==> src/design/rce_pkg.sv <==
// rce_pkg: shared types, constants and crc fold functions for record_crc32_engine
// no dependencies
package rce_pkg;

  typedef logic [1:0] mode_t;

  localparam mode_t MODE_RECORD = 2'd0;
  localparam mode_t MODE_PLAIN  = 2'd1;
  localparam mode_t MODE_BYTE   = 2'd2;

  localparam logic [31:0] CRC_POLY = 32'hEDB88320;
  localparam logic [31:0] CRC_ONES = 32'hFFFFFFFF;

  // item held in the header stage, ready for the state stage
  typedef struct packed {
    mode_t       mode;
    logic [31:0] msg_length;
    logic [7:0]  data_byte;
    logic [31:0] seq_crc;
  } stage_t;

  function automatic logic [31:0] crc_fold_byte(input logic [31:0] crc_in,
                                                 input logic [7:0]  b);
    logic [31:0] c;
    c = crc_in ^ {24'd0, b};
    for (int k = 0; k < 8; k++) begin
      c = c[0] ? (CRC_POLY ^ (c >> 1)) : (c >> 1);
    end
    return c;
  endfunction

  // crc register after the eight little-endian bytes of the sequence number
  function automatic logic [31:0] crc_fold_seq(input logic [63:0] seq);
    logic [31:0] c;
    c = CRC_ONES;
    for (int i = 0; i < 8; i++) begin
      c = crc_fold_byte(c, seq[8*i +: 8]);
    end
    return c;
  endfunction

  // four little-endian bytes of the length
  function automatic logic [31:0] crc_fold_len(input logic [31:0] crc_in,
                                                input logic [31:0] len);
    logic [31:0] c;
    c = crc_in;
    for (int i = 0; i < 4; i++) begin
      c = crc_fold_byte(c, len[8*i +: 8]);
    end
    return c;
  endfunction

endpackage

==> src/design/rce_if.sv <==
// rce_if: handshake interfaces for the message input and the crc result channels
// depends on nothing
interface rce_msg_if;
  logic        valid;
  logic        ready;
  logic [1:0]  mode;
  logic [63:0] seq_number;
  logic [31:0] msg_length;
  logic [7:0]  data_byte;

  modport source (output valid, output mode, output seq_number, output msg_length,
                  output data_byte, input ready);
  modport sink (input valid, input mode, input seq_number, input msg_length,
                input data_byte, output ready);
endinterface

interface rce_result_if;
  logic        valid;
  logic        ready;
  logic [31:0] crc_value;
  logic        was_record;

  modport source (output valid, output crc_value, output was_record, input ready);
  modport sink (input valid, input crc_value, input was_record, output ready);
endinterface

==> src/design/rce_front.sv <==
// rce_front: input register and header stage that folds the sequence number
// depends on rce_pkg and rce_msg_if
module rce_front (
  input  logic          clk,
  input  logic          rst,
  rce_msg_if.sink       msg,
  output logic          stage_valid,
  output rce_pkg::stage_t stage_item,
  input  logic          take
);
  import rce_pkg::*;

  logic        in_valid;
  mode_t       in_mode;
  logic [63:0] in_seq;
  logic [31:0] in_length;
  logic [7:0]  in_byte;
  logic        stage_free;
  logic        in_free;

  assign stage_free = !stage_valid || take;
  assign in_free    = !in_valid || stage_free;
  assign msg.ready  = in_free;

  always_ff @(posedge clk) begin
    if (rst) begin
      in_valid    <= 1'b0;
      stage_valid <= 1'b0;
    end else begin
      if (in_free) in_valid <= msg.valid;
      if (stage_free) stage_valid <= in_valid;
    end
  end

  always_ff @(posedge clk) begin
    if (msg.valid && in_free) begin
      in_mode   <= msg.mode;
      in_seq    <= msg.seq_number;
      in_length <= msg.msg_length;
      in_byte   <= msg.data_byte;
    end
    if (in_valid && stage_free) begin
      stage_item.mode       <= in_mode;
      stage_item.msg_length <= in_length;
      stage_item.data_byte  <= in_byte;
      stage_item.seq_crc    <= crc_fold_seq(in_seq);
    end
  end

endmodule

==> src/design/record_crc32_engine.sv <==
// record_crc32_engine: reflected crc-32 over plain messages and records with header
// depends on rce_pkg, rce_if (rce_msg_if, rce_result_if) and rce_front
//
// usage
//   msg carries one item per transaction: a begin item (mode 0 record, mode 1
//   plain) with seq_number and msg_length, or a payload byte (mode 2).
//   result carries crc_value and was_record, one transaction per finished
//   message: on the last payload byte, or on a begin item with zero length.
//   stray bytes, mode 3 and abandoned messages give no transaction.
// timing
//   three stages: input register, header fold of the sequence number, then the
//   state stage (length fold or byte fold) that loads the output register.
//   a result is offered from the output register once its item has passed the input register and the header stage.
//   one item per cycle is sustained while result is not stalled; the byte fold
//   against the running crc in the state stage is the only loop.
// reset and stalls
//   rst (synchronous) empties the pipeline and output, sets the crc register to
//   all ones and closes any open message.
//   while result is stalled, items that give no result still pass; an item that
//   would give one waits in the state stage, and the stages behind it fill up
//   before msg.ready drops.
module record_crc32_engine (
  input  logic          clk,
  input  logic          rst,
  rce_msg_if.sink       msg,
  rce_result_if.source  result
);
  import rce_pkg::*;

  logic        stage_valid;
  stage_t      stage_item;
  logic        take;

  logic [31:0] running_crc;
  logic [31:0] running_crc_next;
  logic [31:0] bytes_left;
  logic [31:0] bytes_left_next;
  logic        record_flag;
  logic        record_flag_next;

  logic        out_valid;
  logic [31:0] crc_value;
  logic        was_record;
  logic        emit;
  logic        out_free;

  rce_front u_front (
    .clk         (clk),
    .rst         (rst),
    .msg         (msg),
    .stage_valid (stage_valid),
    .stage_item  (stage_item),
    .take        (take)
  );

  always_comb begin
    running_crc_next = running_crc;
    bytes_left_next  = bytes_left;
    record_flag_next = record_flag;
    emit             = 1'b0;
    case (stage_item.mode)
      MODE_RECORD: begin
        running_crc_next = crc_fold_len(stage_item.seq_crc, stage_item.msg_length);
        bytes_left_next  = stage_item.msg_length;
        record_flag_next = 1'b1;
        emit             = (stage_item.msg_length == 32'd0);
      end
      MODE_PLAIN: begin
        running_crc_next = CRC_ONES;
        bytes_left_next  = stage_item.msg_length;
        record_flag_next = 1'b0;
        emit             = (stage_item.msg_length == 32'd0);
      end
      MODE_BYTE: begin
        if (bytes_left != 32'd0) begin
          running_crc_next = crc_fold_byte(running_crc, stage_item.data_byte);
          bytes_left_next  = bytes_left - 32'd1;
          emit             = (bytes_left == 32'd1);
        end
      end
      default: begin
      end
    endcase
  end

  assign out_free = !out_valid || result.ready;
  assign take     = stage_valid && (!emit || out_free);

  always_ff @(posedge clk) begin
    if (rst) begin
      running_crc <= CRC_ONES;
      bytes_left  <= 32'd0;
      record_flag <= 1'b0;
      out_valid   <= 1'b0;
    end else begin
      if (take) begin
        running_crc <= running_crc_next;
        bytes_left  <= bytes_left_next;
        record_flag <= record_flag_next;
      end
      if (take && emit) begin
        out_valid <= 1'b1;
      end else if (result.ready) begin
        out_valid <= 1'b0;
      end
    end
  end

  always_ff @(posedge clk) begin
    if (take && emit) begin
      crc_value  <= running_crc_next ^ CRC_ONES;
      was_record <= record_flag_next;
    end
  end

  assign result.valid      = out_valid;
  assign result.crc_value  = crc_value;
  assign result.was_record = was_record;

  // no message stays open once its crc is out
  assert property (@(posedge clk) disable iff (rst)
    (take && emit) |=> (bytes_left == 32'd0))
    else $error("message still open after crc transaction");

  // a stray byte must not disturb the crc register
  assert property (@(posedge clk) disable iff (rst)
    (take && stage_item.mode == MODE_BYTE && bytes_left == 32'd0)
      |=> $stable(running_crc))
    else $error("stray byte changed the crc register");

  // empty plain message gives the crc of the empty string
  assert property (@(posedge clk) disable iff (rst)
    (take && stage_item.mode == MODE_PLAIN && stage_item.msg_length == 32'd0)
      |=> (out_valid && crc_value == 32'd0 && !was_record))
    else $error("wrong result for empty plain message");

endmodule

==> src/flat_wrapper.sv <==
// flat-port wrapper written by rule: the top's interface ports become plain ports
module record_crc32_engine_flat import rce_pkg::*;
  (clk, rst, msg_valid, msg_mode, msg_seq_number, msg_msg_length, msg_data_byte, msg_ready, result_valid, result_crc_value, result_was_record, result_ready);
  rce_msg_if msg_i ();
  rce_result_if result_i ();
  input  logic clk;
  input  logic rst;
  input wire logic [$bits(msg_i.valid)-1:0] msg_valid;
  input wire logic [$bits(msg_i.mode)-1:0] msg_mode;
  input wire logic [$bits(msg_i.seq_number)-1:0] msg_seq_number;
  input wire logic [$bits(msg_i.msg_length)-1:0] msg_msg_length;
  input wire logic [$bits(msg_i.data_byte)-1:0] msg_data_byte;
  output wire logic [$bits(msg_i.ready)-1:0] msg_ready;
  output wire logic [$bits(result_i.valid)-1:0] result_valid;
  output wire logic [$bits(result_i.crc_value)-1:0] result_crc_value;
  output wire logic [$bits(result_i.was_record)-1:0] result_was_record;
  input wire logic [$bits(result_i.ready)-1:0] result_ready;
  assign msg_i.valid = msg_valid;
  assign msg_i.mode = msg_mode;
  assign msg_i.seq_number = msg_seq_number;
  assign msg_i.msg_length = msg_msg_length;
  assign msg_i.data_byte = msg_data_byte;
  assign msg_ready = msg_i.ready;
  assign result_valid = result_i.valid;
  assign result_crc_value = result_i.crc_value;
  assign result_was_record = result_i.was_record;
  assign result_i.ready = result_ready;
  record_crc32_engine u_core (.clk(clk), .rst(rst), .msg(msg_i), .result(result_i));
endmodule
==> config.mk <==
export PLATFORM = sky130hd
export DESIGN_NAME = record_crc32_engine_flat
export DESIGN_NICKNAME = d
export VERILOG_FILES = /design/src/design/rce_pkg.sv /design/src/design/rce_if.sv /design/src/design/rce_front.sv /design/src/design/record_crc32_engine.sv /design/src/flat_wrapper.sv
export SDC_FILE = /design/constraint.sdc
export NUM_CORES = 1
export LEC_CHECK = 0
export BUFFER_PORTS_ARGS = -buffer_cell sky130_fd_sc_hd__buf_2
export CORE_UTILIZATION = 60
export CTS_CLUSTER_SIZE = 16
export DETAILED_ROUTE_END_ITERATION = 6
export GPL_TIMING_DRIVEN = 0
export PLACE_DENSITY = 0.89
export RECOVER_POWER = 25
export SLEW_MARGIN = 20
export SYNTH_ARGS = -nofsm -noshare
export SYNTH_HDL_FRONTEND = slang
export SYNTH_SLANG_ARGS = --single-unit
==> constraint.sdc <==
create_clock -name clk -period 9 [get_ports clk]
set_input_delay 2.25 -clock clk [delete_from_list [all_inputs] [get_ports clk]]
set_output_delay 2.25 -clock clk [all_outputs]
set_load 0.05 [all_outputs]
Word-level counts from Yosys, hierarchy flattened
Index checks and enable logic that the tools add are counted.
- register bits: 281
- latch bits: 0
- memory bits (writable): 0
- ROM bits: 0
- input port bits: 110
- output and inout bits: 35
- word-level logic and storage cells: 272
- memories kept: 0
- $add $sub $neg: 1
- $mul: 0
- divide/modulo/power cells: 0
- magnitude comparators: 0
- equal/unequal tests: 4
- shift operators: 0
- mux-type cells: 113
- bitwise logic cells: 118
- reductions and logical operators: 19
- operators by type and width (operator ; number):
    $mux 32 ; 105
    $not 13->14 ; 104
    $xor 32x8->32 ; 12
    $pmux 32 s3 ; 1
    $pmux 32 s2 ; 1
    $eq 32x1->1 const B ; 1
    $logic_not 32->1 ; 1
    $not 32->32 ; 1
    $not 8->32 ; 1
    $reduce_bool 32->1 ; 1
    $sub 32x1->32 const B ; 1
    $mux 31 ; 1
    $logic_and 1x1->1 ; 4
    $logic_not 1->1 ; 4
    $logic_or 1x1->1 ; 4
    $pmux 1 s2 ; 2
    $reduce_bool 2->1 ; 2
    $mux 1 ; 3
    $reduce_and 3->1 ; 1
    $eq 2x1->1 const B ; 1
    $eq 2x2->1 const B ; 1
    $logic_not 2->1 ; 1
    $ne 2x1->1 const B ; 1
    $reduce_or 2->1 ; 1

Logic depth before layout (Yosys ltp)
Gate-level depths: netlist of run 1.
- depth after elaboration: 136
- mapped depth: 14
- mapped depth without buffers: 12

Modules after synthesis
A second synthesis of run 1 with hierarchy kept.
- cells, all modules: 1575
- area, all modules: 20920.1 um^2
- modules (own cells, without submodules) (module ; times used ; cells each ; area an instance (um^2) ; seq. area each (um^2)):
    rce_front ; 1 ; 665 ; 12191.7 ; 5445.2
    record_crc32_engine ; 1 ; 910 ; 8728.4 ; 2312.2

Least setup slack after synthesis of run 1
OpenSTA, ideal clock, no wires.
- path kind: in2reg
- start point: input port result_ready
- end point: register u_core.u_front.in_byte[0], enable pin
- library setup time: 0.605 ns
- arrival time: 7.612 ns
- data required time: 8.395 ns
- setup slack: 0.783 ns
- cell stages on the path: 3
- buffers on the path: 0
- path through: nand2b_1 -> nor2_1 -> a21oi_1
- word-level cells in the longest chain between the ends: 6
- RTL lines (what ; line ; source):
    from (decl) ; flat_wrapper.sv:17 ; input wire logic [$bits(result_i.ready)-1:0] result_ready;
    $logic_or 1x1->1 ; record_crc32_engine.sv:86 ; assign out_free = !out_valid || result.ready;
    $logic_or 1x1->1 ; record_crc32_engine.sv:87 ; assign take = stage_valid && (!emit || out_free);
    $logic_and 1x1->1 ; record_crc32_engine.sv:87 ;
    $logic_or 1x1->1 ; rce_front.sv:21 ; assign stage_free = !stage_valid || take;
    $logic_or 1x1->1 ; rce_front.sv:22 ; assign in_free = !in_valid || stage_free;
    $logic_and 1x1->1 ; rce_front.sv:36 ; if (msg.valid && in_free) begin
    to (signal assigned) ; rce_front.sv:40 ; in_byte <= msg.data_byte;
    to (decl) ; rce_front.sv:17 ; logic [7:0] in_byte;
No other way between the ends.
A chain may end at the register's enable or synchronous reset.

Final worst setup path of run 1
- start point: register u_core.bytes_left[10]
- end point: output port msg_ready
- word-level cells in the longest chain between the ends: 8
- elaborated cells on any way between the ends: 9
- classes of those cells: eq/ne: 1; mux: 2; reduce/logical: 6
- RTL lines (what ; line ; source):
    from (decl) ; record_crc32_engine.sv:36 ; logic [31:0] bytes_left;
    from (signal assigned) ; record_crc32_engine.sv:98 ; bytes_left <= bytes_left_next;
    $eq 32x1->1 or $reduce_bool 32->1 (tied branches) ; record_crc32_engine.sv:78, record_crc32_engine.sv:75 ;
    $mux 1 * ; record_crc32_engine.sv:75 ; if (bytes_left != 32'd0) begin
    $pmux 1 s2 * ; record_crc32_engine.sv:61 ; case (stage_item.mode)
    $logic_not 1->1 * ; record_crc32_engine.sv:87 ;
    $logic_or 1x1->1 * ; record_crc32_engine.sv:87 ;
    $logic_and 1x1->1 * ; record_crc32_engine.sv:87 ;
    $logic_or 1x1->1 * ; rce_front.sv:21 ;
    $logic_or 1x1->1 * ; rce_front.sv:22 ;
    to (decl) ; flat_wrapper.sv:13 ; output wire logic [$bits(msg_i.ready)-1:0] msg_ready;
Every way passes the cells marked *; elsewhere a longest branch is shown, timed or not.

==> results of run 1 <==
[area by class of cell]
type,instances,area share
buffer,57,0.01101
multi-input combinational,1232,0.5328
sequential,281,0.3431
antenna,1,0.0001107
timing repair buffer,152,0.04162
clock inverter,23,0.01300
tap,442,0.02446
clock buffer,31,0.03243
inverter,9,0.001494
[logic make-up after synthesis]
kind of cell / count (synthesis) / share of synthesized area
and+or+nand+nor: 203 / 0.04446
DFF: 281 / 0.3872
xor gates and xnor gates: 811 / 0.4868
AOI/OAI and AO/OA: 214 / 0.06513
muxes: 1 / 0.0004996
adders and majority gates: 3 / 0.001874
buffers and inverters: 66 / 0.01411
[sequential cells by signal, indices dropped and copies added, names as in the netlist]
name                        cells
u_core.u_front.in_seq          64
u_core.u_front.in_length       32
u_core.result.was_record        1
u_core.bytes_left              32
u_core.u_front.stage_item      74
u_core.u_front.stage_valid      1
u_core.result.valid             1
u_core.record_flag              1
u_core.u_front.in_mode          2
u_core.result.crc_value        32
u_core.running_crc             32
u_core.u_front.in_valid         1
u_core.u_front.in_byte          8
[worst paths after layout]
kind | startpoint | slack (ns) | endpoint | cells after the start
worst max-delay path | u_core.bytes_left[10]$_SDFFE_PP0P_ | 1.92 | msg_ready | 11
worst min-delay path | u_core.u_front.in_length[6]$_DFFE_PP_ | 0.42 | u_core.u_front.stage_item[46]$_DFFE_PP_ | 0
worst max register to register | u_core.u_front.in_seq[4]$_DFFE_PP_ | 2.02 | u_core.u_front.stage_item[19]$_DFFE_PP_ | 13
worst min register to register | u_core.u_front.in_length[6]$_DFFE_PP_ | 0.42 | u_core.u_front.stage_item[46]$_DFFE_PP_ | 0
[worst max-delay path, delay by kind of cell, from the launching register on]
family                 cells  cell delay [ns]
AND/OR/NAND/NOR            9             3.50
flip-flops                 1             0.35
AO/OA/AOI/OAI              1             0.15
buffers and inverters      1             0.23
[placed cells by master, fill, tap and decap left out, drive strengths merged, types with 15 or more instances in the layout]
cell type	n
a211o	24
a21oi	64
buf	165
clkbuf	75
dfxtp	68
edfxtp	213
nand2	68
nor2	77
nor4	15
o21ai	62
o22ai	28
xnor2	486
xnor3	147
xor2	151
xor3	27
[through the flow]
stage	cells	hold WS, ns	area [µm²]	util
detailed placement	2173	0.4045	21560	0.6594
finish	2228	0.4168	22610	0.6914
floorplan	1579	0.4003	20040	-
global route	2228	0.4256	22610	0.6914
global placement	2164	0.4004	21310	0.6515
CTS	2227	0.4188	22590	0.6908
[routing by layer]
metal  up-vias  global-route usage  wire, µm
met5         -                   0         0
met4         0              0.1266      2370
met3       165             0.05691      4312
met2       670              0.5318     25610
met1      6415              0.4033     20350
li1       5875                   -         -
[synthesized netlist by cell type, types with 3 or more instances]
cell      count  share of area
xnor2_1     470           0.21
edfxtp_1    213           0.32
xor2_1      144          0.063
xnor3_1     140           0.16
nor2_1       77          0.014
dfxtp_1      68          0.068
nand2_1      68          0.013
a21oi_1      64          0.016
o21ai_0      61          0.015
clkbuf_1     44         0.0082
o22ai_1      28         0.0087
a211o_1      24          0.010
xor3_1       24          0.028
nor4_1       15         0.0047
xnor2_2      15          0.012
nor3_1       12         0.0030
a211oi_1     10         0.0037
inv_1         8         0.0015
nand3_1       8         0.0020
or3_1         8         0.0025
a22oi_1       7         0.0026
buf_2         7         0.0017
xnor3_2       6         0.0071
a22o_1        5         0.0022
xor2_2        5         0.0041
a221oi_1      4         0.0017
nand2b_1      4         0.0012
buf_4         3         0.0011
ha_1          3         0.0019
o32ai_1       3         0.0013
xor3_2        3         0.0037
==> run metrics, run 1 <==
Slew headroom 0.2481; global-route usage over all layers 0.3156; Via density a little under 6; RSZ-0062 raised after global routing no; Hold Fails Final Rpt 0; H-tree level count 1; CTS resizes 0; CTS buffer count 29; synthesis-stage register bit count 281; maximum fanout along the worst path 6; startpoint types flip-flop; wire per inst 23.63 µm; vias in the first global route 13.18k; CP cell instances or3_1 -> nor4_1 -> nor3b_1 -> nand3_1 -> nor4_1 -> and4b_1 -> a21oi_1 -> nand2b_1 -> nor2_1 -> nand2_1 -> buf_2; syn nets 1692; largest net degree at the start of global routing 32; maximum root-to-sink buffer count 3; PnR worst setup slack 1.922 ns; most used cell, CP nor4_1; DR pass1 iterations 6; die area around 34000 µm²; via total after detailed routing 13.13k; Setup Buffers After CTS 0; die span in y 184.7 µm; grt total ovfl 0; CTS tree done; first-pass GRT wire length 79110 µm; CP Class flip-flop to primary output; crit end category primary output; fill count 2294; CTS root buf clkbuf_16; sequential cell area fraction in the yosys report 0.3872; worst slew pin tran about 1.1 ns; row count 66; CP Data Arrival Time 4.83 ns; layout overhead on the synthesized area 12.84%; Synth Flop Type edfxtp_1; Routed Antenna Nets 0; DRC violations left 0; synth warn 0; dpl ws 2.175 ns; nets 1875; Slowest cell on crit path nor3b_1; Core Region roughly 33000 µm²; placed wire-length estimate between 30000 and 40000 µm; gpl congestion 1.026; Tightest Hold Check Type flip-flop to flip-flop; Max Freq 0.1413 GHz; routed wire length 52640 µm; Post-synth EDFFs 213; Clock Pin Slew Worst Setup and Hold Paths 0.07 ns; post-layout min period 7.078 ns; Multi-input gate area 12050 µm²; DR iter-0 viols 1538; Setup TNS 0 ns; FF+latch area 7757 µm²; Req. time, crit path 6.75 ns; Async SR Flop Fraction 0; period utilization 0.7864; Cell variety after synth 52; syn_area_per_cell 12.69 µm²; initial antenna violation count 1; status completed; Clock Sinks 281; clk_skew 0.01087 ns; Max-Cap Viols 0; Synth Cell Area 20040 µm²; final setup fails 0; max-slew violations 0; IO buf count 143; Slowest Stage Delay on Critical Path 0.67 ns; IO Pins about 150; Syn Inst Count 1579; Initial Util 0.6127; hold buffers post-CTS 0; Clock Latency Late Sink 0.58 ns; die width 184.7 µm; share of cells above drive strength 1 0.1423
Power of run 1 is left out: the tool's default activity adds up to more than one toggle a clock period on the data nets, which glitch-free logic cannot reach.
==> run 2: changes to the inputs <==
--- a/config.mk
+++ b/config.mk
@@ -6,11 +6,11 @@
 export NUM_CORES = 1
 export LEC_CHECK = 0
 export BUFFER_PORTS_ARGS = -buffer_cell sky130_fd_sc_hd__buf_2
-export CORE_UTILIZATION = 60
+export CORE_UTILIZATION = 56
 export CTS_CLUSTER_SIZE = 16
 export DETAILED_ROUTE_END_ITERATION = 6
 export GPL_TIMING_DRIVEN = 0
-export PLACE_DENSITY = 0.89
+export PLACE_DENSITY = 0.88
 export RECOVER_POWER = 25
 export SLEW_MARGIN = 20
 export SYNTH_ARGS = -nofsm -noshare
==> constraint.sdc (replaced) <==
create_clock -name clk -period 6.1 [get_ports clk]
set_input_delay 1.525 -clock clk [delete_from_list [all_inputs] [get_ports clk]]
set_output_delay 1.525 -clock clk [all_outputs]
set_load 0.05 [all_outputs]
==> run 2 against run 1 <==
Against the previous run:
- the run now ends with negative setup slack left
- die area increased by 7.1%
- count of clock-buffer cells in the layout increased by 9
- sequential share of layout area decreased by 1.3 points
- register-to-register slack got worse by 2.2 ns
- clock skew increased by 0.0041 ns
- global-route usage decreased by 2.1 points
==> run metrics, run 2 (same netlist as run 1, synthesis figures left out) <==
CTS tree done; Worst Reg2Reg Path Length in Cells 13 (unchanged); hold buffers post-CTS 0 (unchanged); Req. time, crit path 6.41 ns (-0.34 ns); die width 191.2 µm (+3.5%); status finished, violations left; Clock Latency Late Sink 0.58 ns (about the same); Clock Pin Slew Worst Setup and Hold Paths 0.06 ns (about the same); Routed Antenna Nets 0 (unchanged); wire per inst 24.71 µm (+4.6%); Hold Fails Final Rpt 0 (unchanged); Core Region 34880 µm² (+6.7%); crit end category flip-flop; clk_skew 0.01499 ns (+0.004124 ns); via total after detailed routing 13.59k (+3.5%); most frequent cells in the layout xnor2_1, edfxtp_1, buf_2; post-layout min period 6.269 ns; DR pass1 iterations 5 (-1); commonest non-fill, non-tap cell in the layout xnor2_1; global-route usage over all layers 0.2942 (-0.02141); final setup fails 1 (+1); Non-Filler Instances 2277 (+2.2%); Util after Layout 0.6728 (-0.01861); placed wire-length estimate 38770 µm (-1.4%); Clock Sinks 281 (unchanged); cell total after placement 2186 (+0.60%); failing checks negative setup slack; Max Freq approximately 0.16 GHz; share of cells above drive strength 1 0.1913 (+0.04902); CP Data Arrival Time 6.58 ns (+1.75 ns); maximum root-to-sink buffer count 3 (unchanged); reg2reg start u_core.u_front.in_seq[4]$_DFFE_PP_; Post-Place Cell Area 21600 µm² (+0.15%); die area 36540 µm² (+7.1%); nets 1910 (+1.9%); row count 68 (+3.0%); worst r2r dst u_core.u_front.stage_item[19]$_DFFE_PP_; gpl congestion 0.9733 (-5.1%); Via density 5.968 (+1.3%); first-pass GRT wire length 80460 µm (+1.7%); Largest register FFs 74 (unchanged); DR iter-0 viols 1560 (+1.4%); max-slew violations 0 (unchanged); IO buf count 143 (unchanged); worst hold stages 0 (unchanged); reg2reg setup slack -0.17 ns (-2.19 ns); worst slew pin tran 1.103 ns (-0.01709 ns); largest net degree at the start of global routing 30 (-6.3%); initial antenna violation count 2 (+1); DRC violations left 0 (unchanged); Slew headroom 0.2596 (+0.01148); Largest regs u_core.u_front.stage_item: 74 flops, u_core.u_front.in_seq: 64 flops; startpoint types flip-flop; Setup TNS -0.1692 ns (-0.1692 ns); CTS root buf clkbuf_16; design area 23470 µm² (+3.8%); H-tree level count 1 (unchanged); Tightest Hold Check Type flip-flop to flip-flop; maximum fanout along the worst path 7 (+1); layout overhead on the synthesized area 17.13%; IO Pins 145 (unchanged); die span in y 191.2 µm (+3.5%); PnR worst setup slack -0.1692 ns (-2.092 ns); Initial Util 0.5744 (-0.03833); CTS buffer count 30 (+3.4%); RSZ-0062 raised after global routing yes; period utilization 1.028; Max-Cap Viols 0 (unchanged); CP Class flip-flop to flip-flop; vias in the first global route 13.43k (+1.9%); routed wire length 56270 µm (+6.9%); Hold Path End u_core.u_front.stage_item[51]$_DFFE_PP_; grt total ovfl 0 (unchanged); critical hold path startpoint u_core.u_front.in_length[11]$_DFFE_PP_; most flop-heavy register u_core.u_front.stage_item
-- run 2: cell count changes in the layout (fill, tap and decap cells not counted), moves of 16 or more --
cell,delta
xnor3_2,+17
xnor2_1,-31
buf_4,+33
xnor2_4,+16
xor2_1,-16
xnor3_1,-17
-- run 2: critical path, cell delays in order (launching register included) --
cell	delay (ns)
edfxtp_1	0.31
buf_2	0.23
xnor3_1	0.55
xnor2_1	0.49
xor2_1	0.45
xnor2_2	0.23
xnor3_1	0.50
xnor3_1	0.52
xor2_1	0.30
xnor3_1	0.55
xor3_2	0.57
xor3_2	0.42
xnor3_2	0.48
xnor3_1	0.40
-- run 2: per-stage QoR --
step                      hold slack [ns]  setup WS (ns)
after floorplan                    0.4003         0.1488
after global placement             0.4016         -1.295
after detailed placement           0.4045        -0.7647
after CTS                          0.4145        -0.1003
after global routing               0.4220        -0.2653
final                              0.4126        -0.1692
-- run 2: worst max-delay path by stage --
stage,startpoint,endpoint,cells past startpoint
2_1_floorplan,u_core.u_front.in_seq[1]$_DFFE_PP_,u_core.u_front.stage_item[19]$_DFFE_PP_,13
3_3_place_gp,u_core.u_front.stage_item[73]$_DFFE_PP_,u_core.u_front.stage_item[39]$_DFFE_PP_,7
3_5_place_dp,u_core.u_front.in_seq[4]$_DFFE_PP_,u_core.u_front.stage_item[19]$_DFFE_PP_,13
4_1_cts,u_core.u_front.in_seq[3]$_DFFE_PP_,u_core.u_front.stage_item[19]$_DFFE_PP_,14
5_1_grt,u_core.u_front.in_seq[4]$_DFFE_PP_,u_core.u_front.stage_item[19]$_DFFE_PP_,13
6_report,u_core.u_front.in_seq[4]$_DFFE_PP_,u_core.u_front.stage_item[19]$_DFFE_PP_,13
-- run 2: what timing repair did --
action,CTS,global route
setup buffers,8,26
pin swaps,6,15
setup endpoints to repair,28,39
gates cloned,0,0
resized for setup,42,55
-- run 2: final cells by class --
| cell class | instances | area [µm²] |
|---|---|---|
| clock buffer | 40 | 809.5 |
| multi-input combinational | 1232 | 12700 |
| tap | 455 | 569.3 |
| clock inverter | 14 | 123.9 |
| inverter | 9 | 33.78 |
| antenna | 3 | 7.507 |
| buffer | 57 | 251.5 |
| fill | 2423 | 11410 |
| timing repair buffer | 186 | 1212 |
| sequential | 281 | 7757 |
-- run 2: per-layer routing --
layer	wire length [µm]	GRT usage	up-vias
li1	-	-	5926
met5	0	0	-
met2	27100	0.4922	840
met1	21310	0.3857	6623
met4	3089	0.1175	0
met3	4781	0.04223	201
Power of run 2 is left out for the same reason.
==> run 3: changes to the inputs <==
--- a/config.mk
+++ b/config.mk
@@ -6,11 +6,11 @@
 export NUM_CORES = 1
 export LEC_CHECK = 0
 export BUFFER_PORTS_ARGS = -buffer_cell sky130_fd_sc_hd__buf_2
-export CORE_UTILIZATION = 56
+export CORE_UTILIZATION = 55
 export CTS_CLUSTER_SIZE = 16
 export DETAILED_ROUTE_END_ITERATION = 6
 export GPL_TIMING_DRIVEN = 0
-export PLACE_DENSITY = 0.88
+export PLACE_DENSITY = 0.8
 export RECOVER_POWER = 25
 export SLEW_MARGIN = 20
 export SYNTH_ARGS = -nofsm -noshare
==> constraint.sdc (replaced) <==
create_clock -name clk -period 7.68 [get_ports clk]
set_input_delay 1.92 -clock clk [delete_from_list [all_inputs] [get_ports clk]]
set_output_delay 1.92 -clock clk [all_outputs]
set_load 0.05 [all_outputs]
==> run 3 against run 2 <==
Against the previous run:
- the flow finishes with violations (design-rule violations)
- core utilization decreased by 3.8 points
- final cell count is 1.2% lower
- final area shrank 3.3%
- die area is 1.8% higher
- setup slack better by 1.0 ns
- register-to-register slack improved by 1.0 ns
- count of clock-buffer cells in the layout grew 4
- non-clock buffer count is 34 lower
- sequential cell count unchanged
- critical endpoint unchanged
==> run metrics, run 3 (same netlist as run 1, synthesis figures left out) <==
worst slew pin tran 1.133 ns (+0.02987 ns); via total after detailed routing 12.83k (-5.6%); status finished, violations left; row count 69 (+1.5%); failing checks design-rule violations; CP cell instances buf_2 -> xnor2_1 -> xor3_1 -> xnor2_1 -> xnor2_1 -> xnor3_1 -> xnor3_1 -> xor2_1 -> xnor3_1 -> xor3_2 -> xor3_2 -> xnor3_2 -> xnor3_1; met2 wire length 24980 µm (-7.8%); CP Class flip-flop to flip-flop; Core Region 35740 µm² (+2.5%); met1 wire length 21080 µm (-1.1%); Setup Buffers After CTS 0 (-8); maximum fanout along the worst path 6 (-1); crit end category flip-flop; clk_skew 0.02378 ns (+0.008784 ns); Util after Layout 0.6351 (-0.03769); Slowest cell on crit path xnor2_1; IO buf count 143 (unchanged); Slowest Stage Delay on Critical Path 0.82 ns (+0.25 ns); Slew headroom 0.2395 (-0.02006); Max Freq 0.1462 GHz (-8.3%); CP Data Arrival Time 7.16 ns (+0.58 ns); Max-Cap Viols 0 (unchanged); DR iter-0 viols 1237 (-21%); max-slew violations 0 (unchanged); initial antenna violation count 0 (-2); CP Launch Point u_core.u_front.in_seq[6]$_DFFE_PP_; startpoint types flip-flop; vias in the first global route 12.83k (-4.4%); Worst Reg2Reg Path Length in Cells 13 (unchanged); nets 1877 (-1.7%); top sig layer met4; DR pass1 iterations 7 (+2); wire per inst 22.68 µm (-8.2%); Clock Sinks 281 (unchanged); grt total ovfl 0 (unchanged); Req. time, crit path 8.01 ns (+1.60 ns); Setup TNS 0 ns (+0.1692 ns); worst hold stages 0 (unchanged); Via density 5.703 (-4.5%); Largest register FFs 74 (unchanged); die area 37200 µm² (+1.8%); die width 192.9 µm (+0.89%); Initial Util 0.5606 (-0.01379); Clock Latency Late Sink 0.58 ns (about the same); global-route usage over all layers 0.2805 (-0.01362); share of cells above drive strength 1 0.1421 (-0.04926); H-tree level count 1 (unchanged); CTS root buf clkbuf_16; hold buffers post-CTS 0 (unchanged); gpl congestion 0.9655 (-0.80%); most frequent cells in the layout xnor2_1, edfxtp_1, buf_2; metal3 WL 3312 µm (-31%); DRC violations left 12 (+12); Buf/Inv on CP 1 (unchanged); final setup fails 0 (-1); post-layout min period 6.838 ns (+0.5686 ns); layout overhead on the synthesized area 13.29%; Clock Pin Slew Worst Setup and Hold Paths 0.06 ns (about the same); critical path depth 13 (unchanged); routed wire length 51000 µm (-9.4%); die span in y 192.9 µm (+0.89%); fill count 2702 (+12%); n_diodes 0 (-3); RSZ-0062 raised after global routing no; Routed Antenna Nets 0 (unchanged); most used cell, CP xnor3_1; Hold Fails Final Rpt 0 (unchanged); commonest non-fill, non-tap cell in the layout xnor2_1; IO Pins 145 (unchanged); Largest regs u_core.u_front.stage_item: 74 flops, u_core.u_front.in_seq: 64 flops; crit-path leading delay family XOR/XNOR gates; CTS tree done; critical hold path startpoint u_core.u_front.in_length[19]$_DFFE_PP_; Tightest Hold Check Type flip-flop to flip-flop; CTS buffer count 31 (+3.3%); CTS resizes 0 (-100%); period utilization 0.8903 (-0.1374); most flop-heavy register u_core.u_front.stage_item; placed wire-length estimate 39090 µm (+0.84%); largest net degree at the start of global routing 33 (+10%); first-pass GRT wire length 77140 µm (-4.1%); maximum root-to-sink buffer count 3 (unchanged); reg2reg start u_core.u_front.in_seq[6]$_DFFE_PP_
run 3: area by class of cell:
cell class	instances	area, µm²	share of cell area
Clock buffer	44	1013	0.04465
Clock inverter	13	121.4	0.005347
Multi-Input combinational cell	1232	12030	0.5300
Inverter	9	33.78	0.001488
Buffer	57	249.0	0.01097
Tap cell	461	576.8	0.02541
Timing Repair Buffer	152	917.1	0.04040
Sequential cell	281	7757	0.3417
run 3: per-layer routing:
metal  global-route usage  up-vias
li1                     -     5879
met1               0.3771     6306
met2               0.4744      532
met3              0.03582      108
met4              0.08237        0
met5                    0        -
run 3: worst paths after layout:
path                                                  end  slack (ns)
setup / recovery  u_core.u_front.stage_item[19]$_DFFE_PP_        0.84
hold / removal    u_core.u_front.stage_item[59]$_DFFE_PP_        0.41
setup reg to reg  u_core.u_front.stage_item[19]$_DFFE_PP_        0.84
hold reg to reg   u_core.u_front.stage_item[59]$_DFFE_PP_        0.41
run 3: stage by stage:
step | setup slack, ns | cells | hold slack (ns) | instance area, µm²
2_1_floorplan | 1.721 | 1579 | 0.4003 | 20040
6_report | 0.8422 | 2249 | 0.4141 | 22700
4_1_cts | 0.8977 | 2249 | 0.4150 | 22700
5_1_grt | 0.6457 | 2249 | 0.4226 | 22700
3_3_place_gp | 0.02025 | 2183 | 0.4006 | 21330
3_5_place_dp | 0.8551 | 2192 | 0.4045 | 21560
run 3: worst reg2reg max path, cell delays in order, from the launching register on:
cell	delay (ns)
edfxtp_1	0.37
buf_2	0.20
xnor2_1	0.34
xor3_1	0.46
xnor2_1	0.82
xnor2_1	0.45
xnor3_1	0.48
xnor3_1	0.52
xor2_1	0.36
xnor3_1	0.58
xor3_2	0.56
xor3_2	0.59
xnor3_2	0.48
xnor3_1	0.39
Power of run 3 is left out for the same reason.
